## config.mk

```make
export PLATFORM = sky130hd
export DESIGN_NAME = irht_back
export DESIGN_NICKNAME = d
export VERILOG_FILES = /design/src/rtl/irht_pkg.sv /design/src/rtl/irht_back.sv
export SDC_FILE = /design/constraint.sdc
export NUM_CORES = 1
export LEC_CHECK = 0
export CORE_ASPECT_RATIO = 0.7
export CORE_MARGIN = 1
export CORE_UTILIZATION = 49
export CTS_BUF_LIST = sky130_fd_sc_hd__clkbuf_16
export DETAILED_ROUTE_END_ITERATION = 10
export DONT_BUFFER_PORTS = 1
export GPL_TIMING_DRIVEN = 0
export PLACE_DENSITY = 0.64
export SYNTH_ARGS = -nofsm -noshare
export SYNTH_HDL_FRONTEND = slang
export SYNTH_SLANG_ARGS = --single-unit
```

## constraint.sdc

```tcl
create_clock -name clk -period 8.15 [get_ports clk]
set_clock_uncertainty 0.15 [all_clocks]
set_input_delay 1.63 -clock clk [delete_from_list [all_inputs] [get_ports clk]]
set_output_delay 1.63 -clock clk [all_outputs]
set_load 0.03 [all_outputs]
```

## src/rtl/irht_pkg.sv

```systemverilog
package irht_pkg;

  localparam int COORD_BITS  = 24;
  localparam int TARGET_BITS = 16;
  localparam int DIFF_BITS   = COORD_BITS + 1;
  localparam int PROD_BITS   = 2 * DIFF_BITS;
  localparam int SUM_BITS    = PROD_BITS + 1;

  typedef logic signed [COORD_BITS-1:0] coord_t;
  typedef logic signed [DIFF_BITS-1:0]  diff_t;
  typedef logic signed [PROD_BITS-1:0]  prod_t;
  typedef logic signed [SUM_BITS-1:0]   sum_t;
  typedef logic [TARGET_BITS-1:0]       id_t;

  typedef enum logic [2:0] {
    KIND_START   = 3'd0,
    KIND_DEFAULT = 3'd1,
    KIND_RECT    = 3'd2,
    KIND_CIRCLE  = 3'd3,
    KIND_VERTEX  = 3'd4,
    KIND_CLOSE   = 3'd5,
    KIND_FINISH  = 3'd6
  } kind_t;

  // front end -> multiplier stage
  typedef struct packed {
    logic   valid;
    kind_t  kind;
    id_t    id;
    logic   rect_hit;
    logic   circ_ok;
    logic   close_live;
    logic   forced;
    logic   edge_toggle;
    logic   edge_mul;
    diff_t  op_a;
    diff_t  op_b;
    diff_t  op_c;
    diff_t  op_d;
    coord_t radius;
  } fe_t;

  // multiplier stage -> decision stage
  typedef struct packed {
    logic  valid;
    kind_t kind;
    id_t   id;
    logic  rect_hit;
    logic  circ_ok;
    logic  close_live;
    logic  forced;
    logic  edge_toggle;
    logic  edge_mul;
    prod_t p0;
    prod_t p1;
    prod_t rsq;
  } mp_t;

endpackage

```

## src/rtl/irht_back.sv

```systemverilog
module irht_back (
  input  logic           clk,
  input  logic           rst_n,
  input  logic           en,
  input  irht_pkg::mp_t  mp_r,
  input  logic           out_stall,
  output logic           out_valid,
  output logic           out_found,
  output irht_pkg::id_t  out_match_id
);

  logic          have_match_r, have_match_nxt, parity_r, parity_nxt;
  irht_pkg::id_t best_id_r, best_id_nxt;
  logic          out_valid_r, out_valid_nxt, out_found_r, out_found_nxt;
  irht_pkg::id_t out_id_r, out_id_nxt;

  irht_pkg::prod_t p0, p1, rsq;
  irht_pkg::sum_t  dsq;
  logic            edge_hit, circ_hit;

  always_comb begin
    p0       = mp_r.p0;
    p1       = mp_r.p1;
    rsq      = mp_r.rsq;
    dsq      = irht_pkg::sum_t'(p0) + irht_pkg::sum_t'(p1);
    edge_hit = mp_r.edge_toggle || (mp_r.edge_mul && (p0 >= p1));
    circ_hit = mp_r.circ_ok && (dsq <= irht_pkg::sum_t'(rsq));

    have_match_nxt = have_match_r;
    best_id_nxt    = best_id_r;
    parity_nxt     = parity_r;
    out_valid_nxt  = out_valid_r && out_stall;
    out_found_nxt  = out_found_r;
    out_id_nxt     = out_id_r;
    if (mp_r.valid && en) begin
      case (mp_r.kind)
        irht_pkg::KIND_START: begin
          have_match_nxt = 1'b0;
          best_id_nxt    = '0;
          parity_nxt     = 1'b0;
        end
        irht_pkg::KIND_DEFAULT: begin
          if (!have_match_r) begin
            have_match_nxt = 1'b1;
            best_id_nxt    = mp_r.id;
          end
        end
        irht_pkg::KIND_RECT: begin
          if (mp_r.rect_hit) begin
            have_match_nxt = 1'b1;
            best_id_nxt    = mp_r.id;
          end
        end
        irht_pkg::KIND_CIRCLE: begin
          if (circ_hit) begin
            have_match_nxt = 1'b1;
            best_id_nxt    = mp_r.id;
          end
        end
        irht_pkg::KIND_VERTEX: begin
          parity_nxt = parity_r ^ edge_hit;
        end
        irht_pkg::KIND_CLOSE: begin
          if (mp_r.close_live && ((parity_r ^ edge_hit) || mp_r.forced)) begin
            have_match_nxt = 1'b1;
            best_id_nxt    = mp_r.id;
          end
          parity_nxt = 1'b0;
        end
        irht_pkg::KIND_FINISH: begin
          out_valid_nxt = 1'b1;
          out_found_nxt = have_match_r;
          out_id_nxt    = have_match_r ? best_id_r : '0;
        end
        default: begin
        end
      endcase
    end
  end

  always_ff @(posedge clk) begin
    if (!rst_n) begin
      have_match_r <= 1'b0;
      best_id_r    <= '0;
      parity_r     <= 1'b0;
      out_valid_r  <= 1'b0;
    end else begin
      have_match_r <= have_match_nxt;
      best_id_r    <= best_id_nxt;
      parity_r     <= parity_nxt;
      out_valid_r  <= out_valid_nxt;
    end
  end

  always_ff @(posedge clk) begin
    out_found_r <= out_found_nxt;
    out_id_r    <= out_id_nxt;
  end

  assign out_valid    = out_valid_r;
  assign out_found    = out_found_r;
  assign out_match_id = out_id_r;

endmodule

```

Yosys cells after proc, flatten, opt, wreduce, memory -nomap -nowiden
Cells that the tools add are included.
{"block": "word_totals", "regBits": 36, "input_bits": 180, "wordCells": 47, "output_inout_bits": 18}
{"block": "classes", "add_sub_neg": 1, "n_bitwise": 1, "reduce_logical": 15, "n_eq_ne": 10, "n_mux": 12, "order_cmp": 2}
{"op": "$pmux W16 S5", "count": 1}
{"op": "$mux W16", "count": 4}
{"op": "$add A50 B50 Y51", "count": 1}
{"op": "$le A51 B50 Y1", "count": 1}
{"op": "$ge A50 B50 Y1", "count": 1}
{"op": "$eq A3 B3 Y1 const B", "count": 3}
{"op": "$ne A2 B2 Y1 const B", "count": 4}
{"op": "$eq A3 B2 Y1 const B", "count": 2}
{"op": "$reduce_and A6 Y1", "count": 1}
{"op": "$logic_and A1 B1 Y1", "count": 5}
{"op": "$mux W1", "count": 5}
{"op": "$pmux W1 S5", "count": 1}
{"op": "$reduce_and A5 Y1", "count": 1}
{"op": "$reduce_bool A5 Y1", "count": 1}
{"op": "$reduce_and A2 Y1", "count": 2}
{"op": "$eq A3 B1 Y1 const B", "count": 1}
{"op": "$logic_not A3 Y1", "count": 1}
{"op": "$logic_or A1 B1 Y1", "count": 2}
{"op": "$pmux W1 S2", "count": 1}
{"op": "$reduce_bool A2 Y1", "count": 1}
{"op": "$reduce_or A2 Y1", "count": 1}
{"op": "$xor A1 B1 Y1", "count": 1}

Logic depth before layout (Yosys ltp)
{"block": "depth", "depth_word": 8, "ltp_mapped": 24, "ltp_nobuf": 22}

Worst setup path after synthesis
OpenSTA, ideal clock, no wires.
{"block": "synth_timing", "path_kind": "input -> register", "startpoint": "in mp_r[50] (netlist bit)", "endpoint": "reg best_id_r[10]", "arrival_ns": 6.198, "required_time_ns": 7.880, "path_buffers": 2, "setup_time_ns": 0.120, "setup_slack_ns": 1.683, "cell_stages": 24, "path_cell_list": "ha_1 -> inv_1 -> fa_1 -> nor3_1 -> o31a_1 -> a211oi_2 -> a2111oi_2 -> o21bai_1 -> a41oi_2 -> a211oi_1 -> o41ai_1 -> xnor2_1 -> ha_1 -> nand4_1 -> nor3_1 -> a221o_1 -> o31a_1 -> nor3_1 -> o21ai_0 -> a311o_1 -> a211o_1 -> buf_6 -> buf_6 -> mux2i_1"}
{"block": "synth_via", "elab_chain_len": 8, "word_cells_on_any_way": 12, "classes_between": "add/sub (1); order compare (2); eq/ne (2); bitwise (1); reduce/logical (6)"}
{"element": "start, declared", "line_no": "irht_back.sv:5", "source": "input irht_pkg::mp_t mp_r,"}
{"element": "branches (longest 7 deep; another with $add A50 B50 Y51)"}
{"element": "$reduce_and A6 Y1 (no line) (*)"}
{"element": "end signal, assigned", "line_no": "irht_back.sv:89", "source": "best_id_r <= best_id_nxt;"}
{"element": "end, declared", "line_no": "irht_back.sv:13", "source": "irht_pkg::id_t best_id_r, best_id_nxt;"}
Every way passes the cells marked *.
A chain may end at the register's enable or synchronous reset.

Worst setup path in the final report
{"block": "layout_timing", "startpoint": "in mp_r[50] (netlist bit)", "endpoint": "reg best_id_r[4]"}
The elaborated chain is that of the path after synthesis.

==> summary.txt <==
Outcome
  • Status: complete, no violations

Floorplanning
  • Die area: about 0.015 sq mm
  • Die W: around 140 um
  • Initial Utilization: approximately half
  • Row cnt: 35
  • DIE HEIGHT: 101 um
  • Io pins: about 200
  • Core area: around 0.013 sq mm

Pwr
  • PwrDens: 114 mW/mm^2
  • Switch share: about two fifths
  • Lkg Pwr: 0.00350 uW
  • Post-layout total power: 832 uW
  • Logic gate share of total power: 54.9%
  • Switching pwr: 342 uW
  • Flop pwr share: 23.6%
  • Int Pwr: 490 uW
  • VDD IR-drop max: 0.0000657 V
  • Clock share of power: 21.5%

Detailed routing
  • DRT antenna net count: 0
  • Vias: 6226
  • DR DRC count: 0
  • Drt first pass iters: 5
  • Avg Vias per Cell: 5.58
  • Avg WL per Cell: between 15 and 20 um
  • DRT iter0 DRCs: 422
  • WL final: 17300 um

Logic synthesis
  • Syn nets: 1254
  • Synth cell count leaders: ha_1 (151), inv_1 (145), a21oi_1 (91)
  • Post-synth EDFFs: 17
  • Seq/Total Area, Yosys: around 13%
  • Syn Area/Cell: 7.48 sq um
  • Post-synth cell types: 67
  • Main synth FF type: dfxtp_1
  • Ys Warns: 0
  • FF+latch count, synth: 36
  • Synth Cell Area: 0.00690 sq mm
  • Synth async-reset ratio: 0%
  • Synth Instances: 922
  • Most common cell in the netlist: ha_1
  • Yosys top cell by area: ha_1
  • Top-area cell type share of the netlist area: 27.4%
  • Ranking of synthesized cells by area: ha_1 (27%), inv_1 (7.9%), edfxtp_1 (7.4%)

Critical path
  • Worst flop-to-flop path endpoint: best_id_r[4]$_SDFFE_PN0P_
  • Critical Path Sink: best_id_r[4]$_SDFFE_PN0P_
  • Startpoint Class: input pin
  • Worst setup startpoint: mp_r[50]
  • Nature of the critical path endpoint: flip-flop
  • Reg2reg setup slack: 6.55 ns
  • CP required: 8.21 ns
  • RR Startpoint: have_match_r$_SDFFE_PN0P_
  • CP max FO: 10
  • Worst Reg-to-Reg Cells: 5
  • Worst Path Arrival: slightly above 7 ns
  • Critical Setup Path Class: in -> reg

Clock network
  • Clock insertion delay at the later pin of the skew report: 0.28 ns
  • Clk slew on worst S/H paths: 0.05 ns
  • Htree depth: 2
  • CTS buffer count: 5
  • Hold Buf Count CTS: 0
  • Clk buf depth: 2
  • Setup bufs post-CTS: 0
  • # resized after CTS: 0
  • Sink Count: 36
  • CTS Root Cell: clkbuf_16
  • CTS tree: yes

STA
  • Slew @ Worst Pin: 0.960 ns
  • Tcrit/Tclk final: 86.8%
  • Setup Viol. Count Final: 0
  • Final TNS setup: 0 ns
  • Fmax: 141 MHz
  • Tmin final: 7.07 ns
  • Slew headroom: between 30% and 40%
  • Hold Vio Cnt, Final: 0
  • Final Slew Violations: 0
  • RSZ-0062 raised after global routing: false

Min path
  • Hold crit path type: reg -> reg

Global routing
  • Initial antenna violation count: 0
  • Global-route wire length before repair: 27100 um
  • Number of global-route vias before repair: 5658
  • Grt ovf: 0
  • Largest net degree at the start of global routing: 19
  • Total Routing Usage GR: approximately a quarter

Cells and area
  • Number of antenna diodes: 0
  • P&R area growth vs syn: 5.42%
  • Share of cells above drive strength 1: 2.80%
  • Fin nets: ~1300

Place
  • DP HPWL: roughly 15000 um
  • Port buffer count: 0
  • Final GP Congestion: 0.891

Job
  • Max_cap viols: 0
[worst min path at each step]
stage / startpoint / cells after the start / end / slack (ns)
2_1_floorplan: best_id_r[0]$_SDFFE_PN0P_ / 2 / best_id_r[0]$_SDFFE_PN0P_ / 0.28
3_3_place_gp: best_id_r[3]$_SDFFE_PN0P_ / 2 / best_id_r[3]$_SDFFE_PN0P_ / 0.29
3_5_place_dp: best_id_r[9]$_SDFFE_PN0P_ / 2 / best_id_r[9]$_SDFFE_PN0P_ / 0.30
4_1_cts: best_id_r[9]$_SDFFE_PN0P_ / 2 / best_id_r[9]$_SDFFE_PN0P_ / 0.30
5_1_grt: best_id_r[6]$_SDFFE_PN0P_ / 2 / best_id_r[6]$_SDFFE_PN0P_ / 0.32
6_report: best_id_r[9]$_SDFFE_PN0P_ / 2 / best_id_r[9]$_SDFFE_PN0P_ / 0.30
[layout by cell type, fill, tap and decap left out, drive strengths merged, types with 5 or more instances in the layout]
cell     instances
nand2b          12
o211ai          10
nor2b           17
buf              8
a21boi           7
edfxtp          17
xor2             9
o21ai           39
nand3           13
dfxtp           19
a21o            10
clkbuf          20
and2            17
xnor2           37
o21bai          11
a211oi           8
o31ai            9
mux2i           18
a31oi            9
o31a             7
a21oi           91
a2111oi          5
nor3            17
ha             151
nor4            13
nor2            62
a221oi           7
inv            146
nand2           71
nand4           19
[routing by layer]
layer	wire (um)	vias to the layer above	global-route usage (%)
met4	144	0	3.19
met1	9080	2730	36.2
li1	-	3247	-
met3	1480	14	4.02
met2	6620	235	33.8
met5	0	-	0
[power groups by stage]
stage	registers [uW]	logic (uW)	clock network, uW
floorplan	199	353	0
global placement	200	448	0
detailed placement	200	450	0
CTS	196	453	180
global route	196	520	190
finish	196	457	179
[per-stage QoR]
step                instance area (sq um)  std cells  worst slack [ns]  utilization (%)  hold WS (ns)
finish                               7270       1115              1.08             54.1         0.301
global route                         7270       1115             0.455             54.1         0.322
global placement                     7130       1107             0.686             53.0         0.292
floorplan                            6900        922              1.68                -         0.283
CTS                                  7270       1115             0.909             54.1         0.304
detailed placement                   7130       1107             0.630             53.0         0.297
[sequential cells by signal, indices dropped and copies added, names as in the netlist]
register and count:
best_id_r 16, have_match_r 1, out_found 1, out_match_id 16, out_valid 1, parity_r 1
[critical path, cell delays in order]
cell and delay [ns]:
ha_1 0.19, inv_1 0.08, fa_1 0.22, nor3_1 0.08, o31a_1 0.32, a211oi_2 0.39
a21oi_1 0.20, o211ai_1 0.30, o21ai_0 0.20, a21oi_1 0.49, o21ai_0 0.26, a21oi_1 0.33
ha_1 0.23, nand4_1 0.16, nor4_1 0.51, nand3_1 0.18, a31oi_1 0.19, nor3_1 0.06
o21ai_0 0.25, a311o_1 0.23, a211o_1 0.13, buf_6 0.15, buf_6 0.18, mux2i_1 0.19
[kinds of logic after synthesis]
group | share of synthesized area (%)
buf+inv | 9.51
fa+ha+maj | 27.7
mux | 2.78
simple gates | 18.8
compound gates | 22.5
flops | 12.9
xor+xnor | 5.84
[layout make-up]
cell class / instances / area (sq um)
well taps: 185 / 231
multi-input cells: 718 / 5350
plain buffers: 23 / 111
flip-flops and latches: 36 / 891
clock buffers: 5 / 125
fillers: 1362 / 6170
inverters: 145 / 544
clock inverters: 3 / 15.0
Note: power is estimated with default switching activity, not from simulation.
