`src/rtl/irht_pkg.sv`:
```
package irht_pkg;

  localparam int COORD_BITS  = 24;
  localparam int TARGET_BITS = 16;
  localparam int DIFF_BITS   = COORD_BITS + 1;
  localparam int PROD_BITS   = 2 * DIFF_BITS;
  localparam int SUM_BITS    = PROD_BITS + 1;

  typedef logic signed [COORD_BITS-1:0] coord_t;
  typedef logic signed [DIFF_BITS-1:0]  diff_t;
  typedef logic signed [PROD_BITS-1:0]  prod_t;
  typedef logic signed [SUM_BITS-1:0]   sum_t;
  typedef logic [TARGET_BITS-1:0]       id_t;

  typedef enum logic [2:0] {
    KIND_START   = 3'd0,
    KIND_DEFAULT = 3'd1,
    KIND_RECT    = 3'd2,
    KIND_CIRCLE  = 3'd3,
    KIND_VERTEX  = 3'd4,
    KIND_CLOSE   = 3'd5,
    KIND_FINISH  = 3'd6
  } kind_t;

  // front end -> multiplier stage
  typedef struct packed {
    logic   valid;
    kind_t  kind;
    id_t    id;
    logic   rect_hit;
    logic   circ_ok;
    logic   close_live;
    logic   forced;
    logic   edge_toggle;
    logic   edge_mul;
    diff_t  op_a;
    diff_t  op_b;
    diff_t  op_c;
    diff_t  op_d;
    coord_t radius;
  } fe_t;

  // multiplier stage -> decision stage
  typedef struct packed {
    logic  valid;
    kind_t kind;
    id_t   id;
    logic  rect_hit;
    logic  circ_ok;
    logic  close_live;
    logic  forced;
    logic  edge_toggle;
    logic  edge_mul;
    prod_t p0;
    prod_t p1;
    prod_t rsq;
  } mp_t;

endpackage

```
`src/rtl/irht_front.sv`:
```
module irht_front (
  input  logic                  clk,
  input  logic                  rst_n,
  input  logic                  en,
  input  logic                  in_valid,
  input  logic [2:0]            in_kind,
  input  irht_pkg::coord_t      in_a_x,
  input  irht_pkg::coord_t      in_a_y,
  input  irht_pkg::coord_t      in_b_x,
  input  irht_pkg::coord_t      in_b_y,
  input  irht_pkg::id_t         in_target_id,
  output irht_pkg::fe_t         fe_r
);

  logic              in_v_r;
  irht_pkg::kind_t   kind_r;
  irht_pkg::coord_t  ax_r, ay_r, bx_r, by_r;
  irht_pkg::id_t     id_r;

  irht_pkg::coord_t  point_x_r, point_y_r, first_vx_r, first_vy_r, prev_vx_r, prev_vy_r;
  irht_pkg::coord_t  point_x_nxt, point_y_nxt, first_vx_nxt, first_vy_nxt;
  irht_pkg::coord_t  prev_vx_nxt, prev_vy_nxt;
  logic              vertex_seen_r, vertex_seen_nxt, edge_forced_r, edge_forced_nxt;

  irht_pkg::fe_t     fe_nxt;

  irht_pkg::diff_t   px, py, ax, ay, bx, by, x1, y1, x2, y2, dy, ty;
  logic              span, right_all, left_all, edge_active, force_set, on_h;

  always_ff @(posedge clk) begin
    if (!rst_n) begin
      in_v_r <= 1'b0;
    end else if (en) begin
      in_v_r <= in_valid;
    end
  end

  always_ff @(posedge clk) begin
    if (en && in_valid) begin
      kind_r <= irht_pkg::kind_t'(in_kind);
      ax_r   <= in_a_x;
      ay_r   <= in_a_y;
      bx_r   <= in_b_x;
      by_r   <= in_b_y;
      id_r   <= in_target_id;
    end
  end

  always_comb begin
    px = irht_pkg::diff_t'(point_x_r);
    py = irht_pkg::diff_t'(point_y_r);
    ax = irht_pkg::diff_t'(ax_r);
    ay = irht_pkg::diff_t'(ay_r);
    bx = irht_pkg::diff_t'(bx_r);
    by = irht_pkg::diff_t'(by_r);
    x1 = irht_pkg::diff_t'(prev_vx_r);
    y1 = irht_pkg::diff_t'(prev_vy_r);
    if (kind_r == irht_pkg::KIND_CLOSE) begin
      x2 = irht_pkg::diff_t'(first_vx_r);
      y2 = irht_pkg::diff_t'(first_vy_r);
    end else begin
      x2 = ax;
      y2 = ay;
    end
    span      = (y1 <= py && y2 > py) || (y1 > py && y2 <= py);
    right_all = (px >= x1) && (px >= x2);
    left_all  = (px < x1) && (px < x2);
    dy = y2 - y1;
    ty = py - y1;
    if (dy < 0) begin
      dy = -dy;
      ty = -ty;
    end
    edge_active = !edge_forced_r && vertex_seen_r &&
                  (kind_r == irht_pkg::KIND_VERTEX || kind_r == irht_pkg::KIND_CLOSE);
    on_h = (y1 == y2) && (py == y1) &&
           ((px >= x1 && px <= x2) || (px <= x1 && px >= x2));
    force_set = edge_active && !span && on_h;

    fe_nxt             = '0;
    fe_nxt.valid       = in_v_r;
    fe_nxt.kind        = kind_r;
    fe_nxt.id          = id_r;
    fe_nxt.rect_hit    = ((px >= ax && px <= bx) || (px >= bx && px <= ax)) &&
                         ((py >= ay && py <= by) || (py >= by && py <= ay));
    fe_nxt.circ_ok     = !bx_r[irht_pkg::COORD_BITS-1];
    fe_nxt.close_live  = vertex_seen_r;
    fe_nxt.forced      = edge_forced_r || force_set;
    fe_nxt.edge_toggle = edge_active && span && right_all;
    fe_nxt.edge_mul    = edge_active && span && !right_all && !left_all;
    fe_nxt.radius      = bx_r;
    if (kind_r == irht_pkg::KIND_CIRCLE) begin
      fe_nxt.op_a = px - ax;
      fe_nxt.op_b = px - ax;
      fe_nxt.op_c = py - ay;
      fe_nxt.op_d = py - ay;
    end else begin
      fe_nxt.op_a = px - x1;
      fe_nxt.op_b = dy;
      fe_nxt.op_c = x2 - x1;
      fe_nxt.op_d = ty;
    end

    point_x_nxt     = point_x_r;
    point_y_nxt     = point_y_r;
    first_vx_nxt    = first_vx_r;
    first_vy_nxt    = first_vy_r;
    prev_vx_nxt     = prev_vx_r;
    prev_vy_nxt     = prev_vy_r;
    vertex_seen_nxt = vertex_seen_r;
    edge_forced_nxt = edge_forced_r;
    if (in_v_r) begin
      case (kind_r)
        irht_pkg::KIND_START: begin
          point_x_nxt     = ax_r;
          point_y_nxt     = ay_r;
          first_vx_nxt    = '0;
          first_vy_nxt    = '0;
          prev_vx_nxt     = '0;
          prev_vy_nxt     = '0;
          vertex_seen_nxt = 1'b0;
          edge_forced_nxt = 1'b0;
        end
        irht_pkg::KIND_VERTEX: begin
          if (!vertex_seen_r) begin
            first_vx_nxt    = ax_r;
            first_vy_nxt    = ay_r;
            vertex_seen_nxt = 1'b1;
          end else if (force_set) begin
            edge_forced_nxt = 1'b1;
          end
          prev_vx_nxt = ax_r;
          prev_vy_nxt = ay_r;
        end
        irht_pkg::KIND_CLOSE: begin
          vertex_seen_nxt = 1'b0;
          edge_forced_nxt = 1'b0;
        end
        default: begin
        end
      endcase
    end
  end

  always_ff @(posedge clk) begin
    if (!rst_n) begin
      point_x_r     <= '0;
      point_y_r     <= '0;
      first_vx_r    <= '0;
      first_vy_r    <= '0;
      prev_vx_r     <= '0;
      prev_vy_r     <= '0;
      vertex_seen_r <= 1'b0;
      edge_forced_r <= 1'b0;
      fe_r.valid    <= 1'b0;
    end else if (en) begin
      point_x_r     <= point_x_nxt;
      point_y_r     <= point_y_nxt;
      first_vx_r    <= first_vx_nxt;
      first_vy_r    <= first_vy_nxt;
      prev_vx_r     <= prev_vx_nxt;
      prev_vy_r     <= prev_vy_nxt;
      vertex_seen_r <= vertex_seen_nxt;
      edge_forced_r <= edge_forced_nxt;
      fe_r          <= fe_nxt;
    end
  end

endmodule

```
`config.mk`:
```
export PLATFORM = sky130hd
export DESIGN_NAME = irht_front
export DESIGN_NICKNAME = d
export VERILOG_FILES = /design/src/rtl/irht_pkg.sv /design/src/rtl/irht_front.sv
export SDC_FILE = /design/constraint.sdc
export NUM_CORES = 1
export LEC_CHECK = 0
export BUFFER_PORTS_ARGS = -buffer_cell sky130_fd_sc_hd__buf_2
export CAP_MARGIN = 20
export CELL_PAD_IN_SITES_DETAIL_PLACEMENT = 2
export CELL_PAD_IN_SITES_GLOBAL_PLACEMENT = 2
export CORE_AREA = 2 2 359 219
export DETAILED_ROUTE_END_ITERATION = 12
export DIE_AREA = 0 0 361 221
export GPL_ROUTABILITY_DRIVEN = 0
export PLACE_DENSITY_LB_ADDON = 0.1
export SLEW_MARGIN = 15
export SYNTH_ARGS = -nofsm -noshare
export SYNTH_HDL_FRONTEND = slang
export SYNTH_SLANG_ARGS = --single-unit
```
`constraint.sdc`:
```
create_clock -name clk -period 5 [get_ports clk]
set_clock_uncertainty 0.15 [all_clocks]
set_input_delay 0.5 -clock clk [delete_from_list [all_inputs] [get_ports clk]]
set_output_delay 0.5 -clock clk [all_outputs]
set_load 0.03 [all_outputs]
```
## Word level (Yosys, flattened, before mapping)

Cells that the tools add are included.

- $add $sub $neg: 8
- Equal/unequal tests: 8
- Reductions and logical operators: 43
- Magnitude comparators: 19
- Multiplexer cells: 15

Operators by type and width:

| operator | number |
|---|---|
| case mux 24 bit (2 select lines) | 4 |
| less-or-equal comparator 24 bit | 6 |
| >= comparator 24 bit | 5 |
| 2-to-1 mux 100 bit | 1 |
| 2-to-1 mux 25 bit | 4 |
| subtractor 24 x 24 -> 25 bit | 4 |
| negation 25 bit | 2 |
| subtractor 25 x 24 -> 25 bit | 2 |
| 2-to-1 mux 24 bit | 2 |
| == test 24 x 25 -> 1 bit | 1 |
| >= comparator 24 x 25 -> 1 bit | 1 |
| greater-than comparator 25 x 24 -> 1 bit | 1 |
| less-or-equal comparator 24 x 25 -> 1 bit | 1 |
| less-or-equal comparator 25 x 24 -> 1 bit | 1 |
| less-than comparator 24 x 25 -> 1 bit | 1 |
| less-than comparator 25 x 1 -> 1 bit, second input constant | 1 |
| == test 24 bit | 1 |
| greater-than comparator 24 bit | 1 |
| less-than comparator 24 bit | 1 |
| logical AND 1 bit | 22 |
| AND reduction 3 bit | 3 |
| == test 3 bit, second input constant | 2 |
| logical OR 1 bit | 6 |
| inequality test 2 bit, second input constant | 3 |
| other kinds (10) | 17 |

- Input port bits: 119
- Register bits: 412
- Word-level logic and storage cells: 122
- Output and inout port bits: 150

## Longest topological paths before layout

- Depth in word-level cells: 11
- Gate-level depth with buffers: 18

## Least setup slack after synthesis

Ideal clock, no wire load.

- Kind: input to register
- Start: input port rst_n
- End: register fe_r[0] in the netlist's numbering, enable pin
- Path slack: 0.160 ns
- Arrival time: 4.164 ns
- Cell stages on the path: 2
- Path buffers: 1
- Setup time: 0.526 ns
- Cells stage by stage: clkbuf_1 and2_1

- Longest elaborated chain between the ends: 1

Ends and longest elaborated chain:

| what | RTL line | source |
|---|---|---|
| start, declared | irht_front.sv:3 | `input logic rst_n,` |
| AND reduction 2 bit (no source line) | -- |  |
| end signal, assigned | irht_front.sv:165 | `fe_r <= fe_nxt;` |
| end, declared | irht_front.sv:12 | `output irht_pkg::fe_t fe_r` |

Every way passes these cells.
A chain may end at the register's enable or synchronous reset.

## Worst setup path after layout

- Start: register kind_r[2]
- End: register edge_forced_r

- Longest elaborated chain between the ends: 10
- Elaborated cells between the ends (all ways): 29
- Those cells by class: order compare (4); eq/ne (5); mux (3); reduce/logical (17)

Ends and longest elaborated chain:

| what | RTL line | source |
|---|---|---|
| start, declared | irht_front.sv:16 | `irht_pkg::kind_t kind_r;` |
| start signal, assigned | irht_front.sv:40 | `kind_r <= irht_pkg::kind_t'(in_kind);` |
| == test 3 bit | irht_front.sv:58, irht_front.sv:75, irht_front.sv:113 |  |
| 2-to-1 mux 25 bit | irht_front.sv:58 | `if (kind_r == irht_pkg::KIND_CLOSE) begin` |
| greater-than comparator 25 x 24 -> 1 bit or less-or-equal comparator 25 x 24 -> 1 bit (tied branches) | irht_front.sv:65 | `span = (y1 <= py && y2 > py) \|\| (y1 > py && y2 <= py);` |
| logical AND 1 bit | irht_front.sv:65 |  |
| logical OR 1 bit | irht_front.sv:65 |  |
| logical NOT 1 bit | irht_front.sv:78 | `force_set = edge_active && !span && on_h;` |
| logical AND 1 bit (2 in series) | irht_front.sv:78 |  |
| inequality test 2 bit (no source line) | -- |  |
| AND reduction 5 bit (no source line) | -- |  |
| end signal, assigned | irht_front.sv:164 | `edge_forced_r <= edge_forced_nxt;` |
| end, declared | irht_front.sv:23 | `logic vertex_seen_r, vertex_seen_nxt, edge_forced_r, edge_forced_nxt;` |

Several ways; a longest one is shown, not always the timed one.

==> flow_metrics.tcl <==
set metrics [dict create \
    grt_overflow 0 \
    worst_pin_slew_ns 1.16 \
    dp_hpwl_mm 92.7 \
    run_status "finished clean" \
    drtIter0Drc 2006 \
    fp.dieH_um 221 \
    final_util_pct 41.9 \
    htree_num_levels 2 \
    cts_tree "built" \
    fmax_ghz 0.205 \
    multi_input_area_um2 14400 \
    grt.met1_usage_pct 44.3 \
    io_buffer_count 268 \
    start_util_pct 34.6 \
    clock_sinks 412 \
    rows 79 \
    grt_max_degree 85 \
    power.leakage_uw 0.0133 \
    arrival_ns 5.24 \
    clk_latency_ns 0.63 \
    synth_edf_count 264 \
    vdd_drop_max_mv 0.228 \
    switching_share_pct 32.0 \
    async_flop_share_pct 0 \
    period_share_pct 97.6 \
    slowest_delay_ns 0.88 \
    worstPathCellList "nand3b_4 > buf_6 > mux2_2 > inv_1 > ha_1 > and4_1 > nand4_1 > nor4_1 > a221oi_1 > mux2_2 > xnor2_1 > and3_1 > o41ai_1" \
    clockRootBuffer "clkbuf_16" \
    min_period_ns 4.88 \
    reg2reg_depth 13 \
    antenna_found_initial 15 \
    drive_above_1_share_pct 15.7 \
    final-max-slew-violation-count 0 \
    gr-usage-met2_pct 40.7 \
    detail_route.wl_per_cell_um 28.2 \
    synth_top_area_share_pct 29.9 \
    end_kind "flip-flop" \
    p_int_uw 6450 \
    final_cell_mix "267 x buf_2, 264 x edfxtp_1, 258 x nand2_1" \
    slowest_stage "nor4_1" \
    pwr-share-seq_pct 41.7 \
    clkPwrFrac_pct 36.1 \
    synthAdderAreaFrac_pct 11.9 \
    synth_simple_gate_area_share_pct 14.7 \
    grt_util_all_layers_pct 29.4 \
    hold_path_class "primary input to flip-flop" \
    synth-xor-area-share_pct 4.86 \
    final_nets 3548 \
    synth_compound_area_share_pct 19.6 \
    grt_pass1_wl_mm 174 \
    vias 24033 \
    coreArea_um2 76600 \
    dr.pass1.iters 5 \
    worstSetupPathType "flip-flop to flip-flop" \
    clk_path_buf_depth 3 \
    area_delta_synth_final_pct 21.3 \
    synth_top_family_by_area "compound AO/OA/AOI/OAI gates" \
    pwr-share-comb_pct 22.2 \
    grt_busiest_layer "met1" \
    cp_max_fo 26 \
    synthMuxAreaShare_pct 2.88 \
    timing.setup.tns_ns 0 \
    switchingPower_uw 3040 \
    grt_pass1_vias 25582 \
    power.total_uw 9490 \
    wirelength_mm 119 \
    synth_cell_types 95 \
    synth_area_leaders "edfxtp_1 30%, ha_1 11%, dfxtp_1 11%" \
    yosysWarningCount 0 \
    hold_depth 3 \
    crit_path_start_kind "flip-flop" \
    syn_area_um2 26500 \
    hold_violations 0 \
    io_pins 269 \
    final-seq-area_um2 10900 \
    finalSetupViolations 0 \
    power.density_nw_per_um2 296 \
    syn_inst 2770 \
    die_w_um 361 \
    post_cts.repair.setup_buffers 0 \
    slew_headroom_pct 22.5 \
    fill_cells 8221 \
    cts_made_buffers 44 \
    reg2reg_slack_ns 0.12 \
    antenna_left 0 \
    yosysTopAreaCell "edfxtp_1" \
    rsz0062_at_grt "no" \
    route.detailed.drc 0 \
    viasPerCell 5.67 \
    clkTransAtPathRegs_ns 0.07 \
    critical_path.most_common_cell "mux2_2" \
    synthesis.nets 3134 \
    avgSynthCellArea_um2 9.56 \
    grt_use_met3_pct 8.34 \
    synth_flop_cell "edfxtp_1" \
    ys_seq_area_share_pct 41.1 \
    die_area_um2 79800 \
    maxCapViolations 0 \
    layout_commonest_cell "buf_2" \
    synth.ff_latch_count 412 \
    cp.required_ns 5.37 \
]
-- repair_timing --
action	CTS	global route
hold endpoints to repair	115	0
gates resized for setup	0	11
hold buffers	115	0
setup endpoints to repair	0	33
-- worst paths after layout --
check                                                   to                 from
worst max-delay path            edge_forced_r$_SDFFE_PN0P_  kind_r[2]$_DFFE_PP_
worst min-delay path                fe_r[149]$_SDFFE_PN0P_                   en
worst max register to register  edge_forced_r$_SDFFE_PN0P_  kind_r[2]$_DFFE_PP_
worst min register to register         fe_r[140]$_DFFE_PP_   id_r[10]$_DFFE_PP_
-- stage by stage --
step | setup slack [ns] | hold slack [ns] | cell area, um^2 | cells
3_3_place_gp | 0.170 | 0.251 | 29400 | 4034
3_5_place_dp | 0.0952 | 0.258 | 29400 | 4034
4_1_cts | 0.00455 | 0.0745 | 32000 | 4231
2_1_floorplan | 0.160 | 0.250 | 26500 | 2770
6_report | 0.122 | 0.106 | 32100 | 4235
5_1_grt | 0.0397 | 0.130 | 32100 | 4232
-- logic make-up after synthesis --
logic type | after synthesis
mux | 71
simple gates | 776
xor+xnor | 147
fa+ha+maj | 250
buf+inv | 337
flops | 412
compound gates | 777
-- power groups by stage --
stage | combinational, uW | sequential [uW] | clock [uW]
CTS | 2070 | 3960 | 3500
detailed placement | 1980 | 4030 | 0
floorplan | 1090 | 4130 | 0
global placement | 1910 | 4020 | 0
finish | 2110 | 3960 | 3430
global route | 2260 | 3970 | 3620
-- synthesized netlist by cell type, types with 6 or more instances --
| cell | n |
|---|---|
| or3_1 | 25 |
| buf_1 | 9 |
| nor3_1 | 34 |
| o21a_1 | 43 |
| nor4_1 | 7 |
| a22oi_1 | 50 |
| o21ai_1 | 13 |
| dfxtp_1 | 148 |
| buf_2 | 7 |
| a31oi_1 | 26 |
| edfxtp_1 | 264 |
| and4_1 | 7 |
| o31ai_1 | 13 |
| nor2b_1 | 87 |
| o31a_1 | 8 |
| a211oi_1 | 15 |
| a211o_1 | 7 |
| nand2_1 | 259 |
| a2111oi_0 | 10 |
| o211ai_1 | 13 |
| or2_2 | 9 |
| and2_1 | 18 |
| fa_1 | 6 |
| nor2_1 | 124 |
| xor2_1 | 56 |
| o21ai_0 | 113 |
| nand3_1 | 89 |
| ha_1 | 239 |
| a21o_1 | 80 |
| nand2b_1 | 32 |
| nor3b_1 | 8 |
| nand4_1 | 38 |
| o21bai_1 | 15 |
| mux2_2 | 34 |
| xnor2_1 | 91 |
| clkbuf_1 | 80 |
| mux2i_1 | 34 |
| a21oi_1 | 199 |
| and3_1 | 13 |
| a21boi_0 | 105 |
| inv_1 | 239 |
-- cell type report --
class,count,share of cell area [%]
clock inverters,19,0.581
diodes,3,0.0234
flip-flops and latches,412,33.9
inverters,239,2.79
repair buffers,466,10.0
clock buffers,63,3.87
multi-input cells,2021,44.8
well taps,1012,3.94
-- per-layer routing --
layer | vias to the layer above | wire length [um]
li1 | 10861 | -
met1 | 12290 | 58500
met2 | 750 | 47500
met3 | 130 | 10500
met4 | 2 | 2670
met5 | - | 14
-- sequential cells by signal (all words and copies together), names as in the netlist, 24 cells and up --
name and flops:
point_x_r 24, fe_r 150, first_vy_r 24, prev_vy_r 24, bx_r 24, by_r 24
ax_r 24, point_y_r 24, ay_r 24, prev_vx_r 24, first_vx_r 24
-- critical path, delay by kind of cell (launching register included) --
| kind | cells | cell delay (ns) |
|---|---|---|
| muxes | 2 | 0.82 |
| AOI/OAI and AO/OA | 2 | 0.60 |
| xor gates and xnor gates | 1 | 0.15 |
| DFF | 1 | 0.44 |
| and+or+nand+nor | 5 | 1.85 |
| adders and majority gates | 1 | 0.21 |
| buffers and inverters | 2 | 0.51 |
Note: power is estimated with default switching activity, not from simulation.
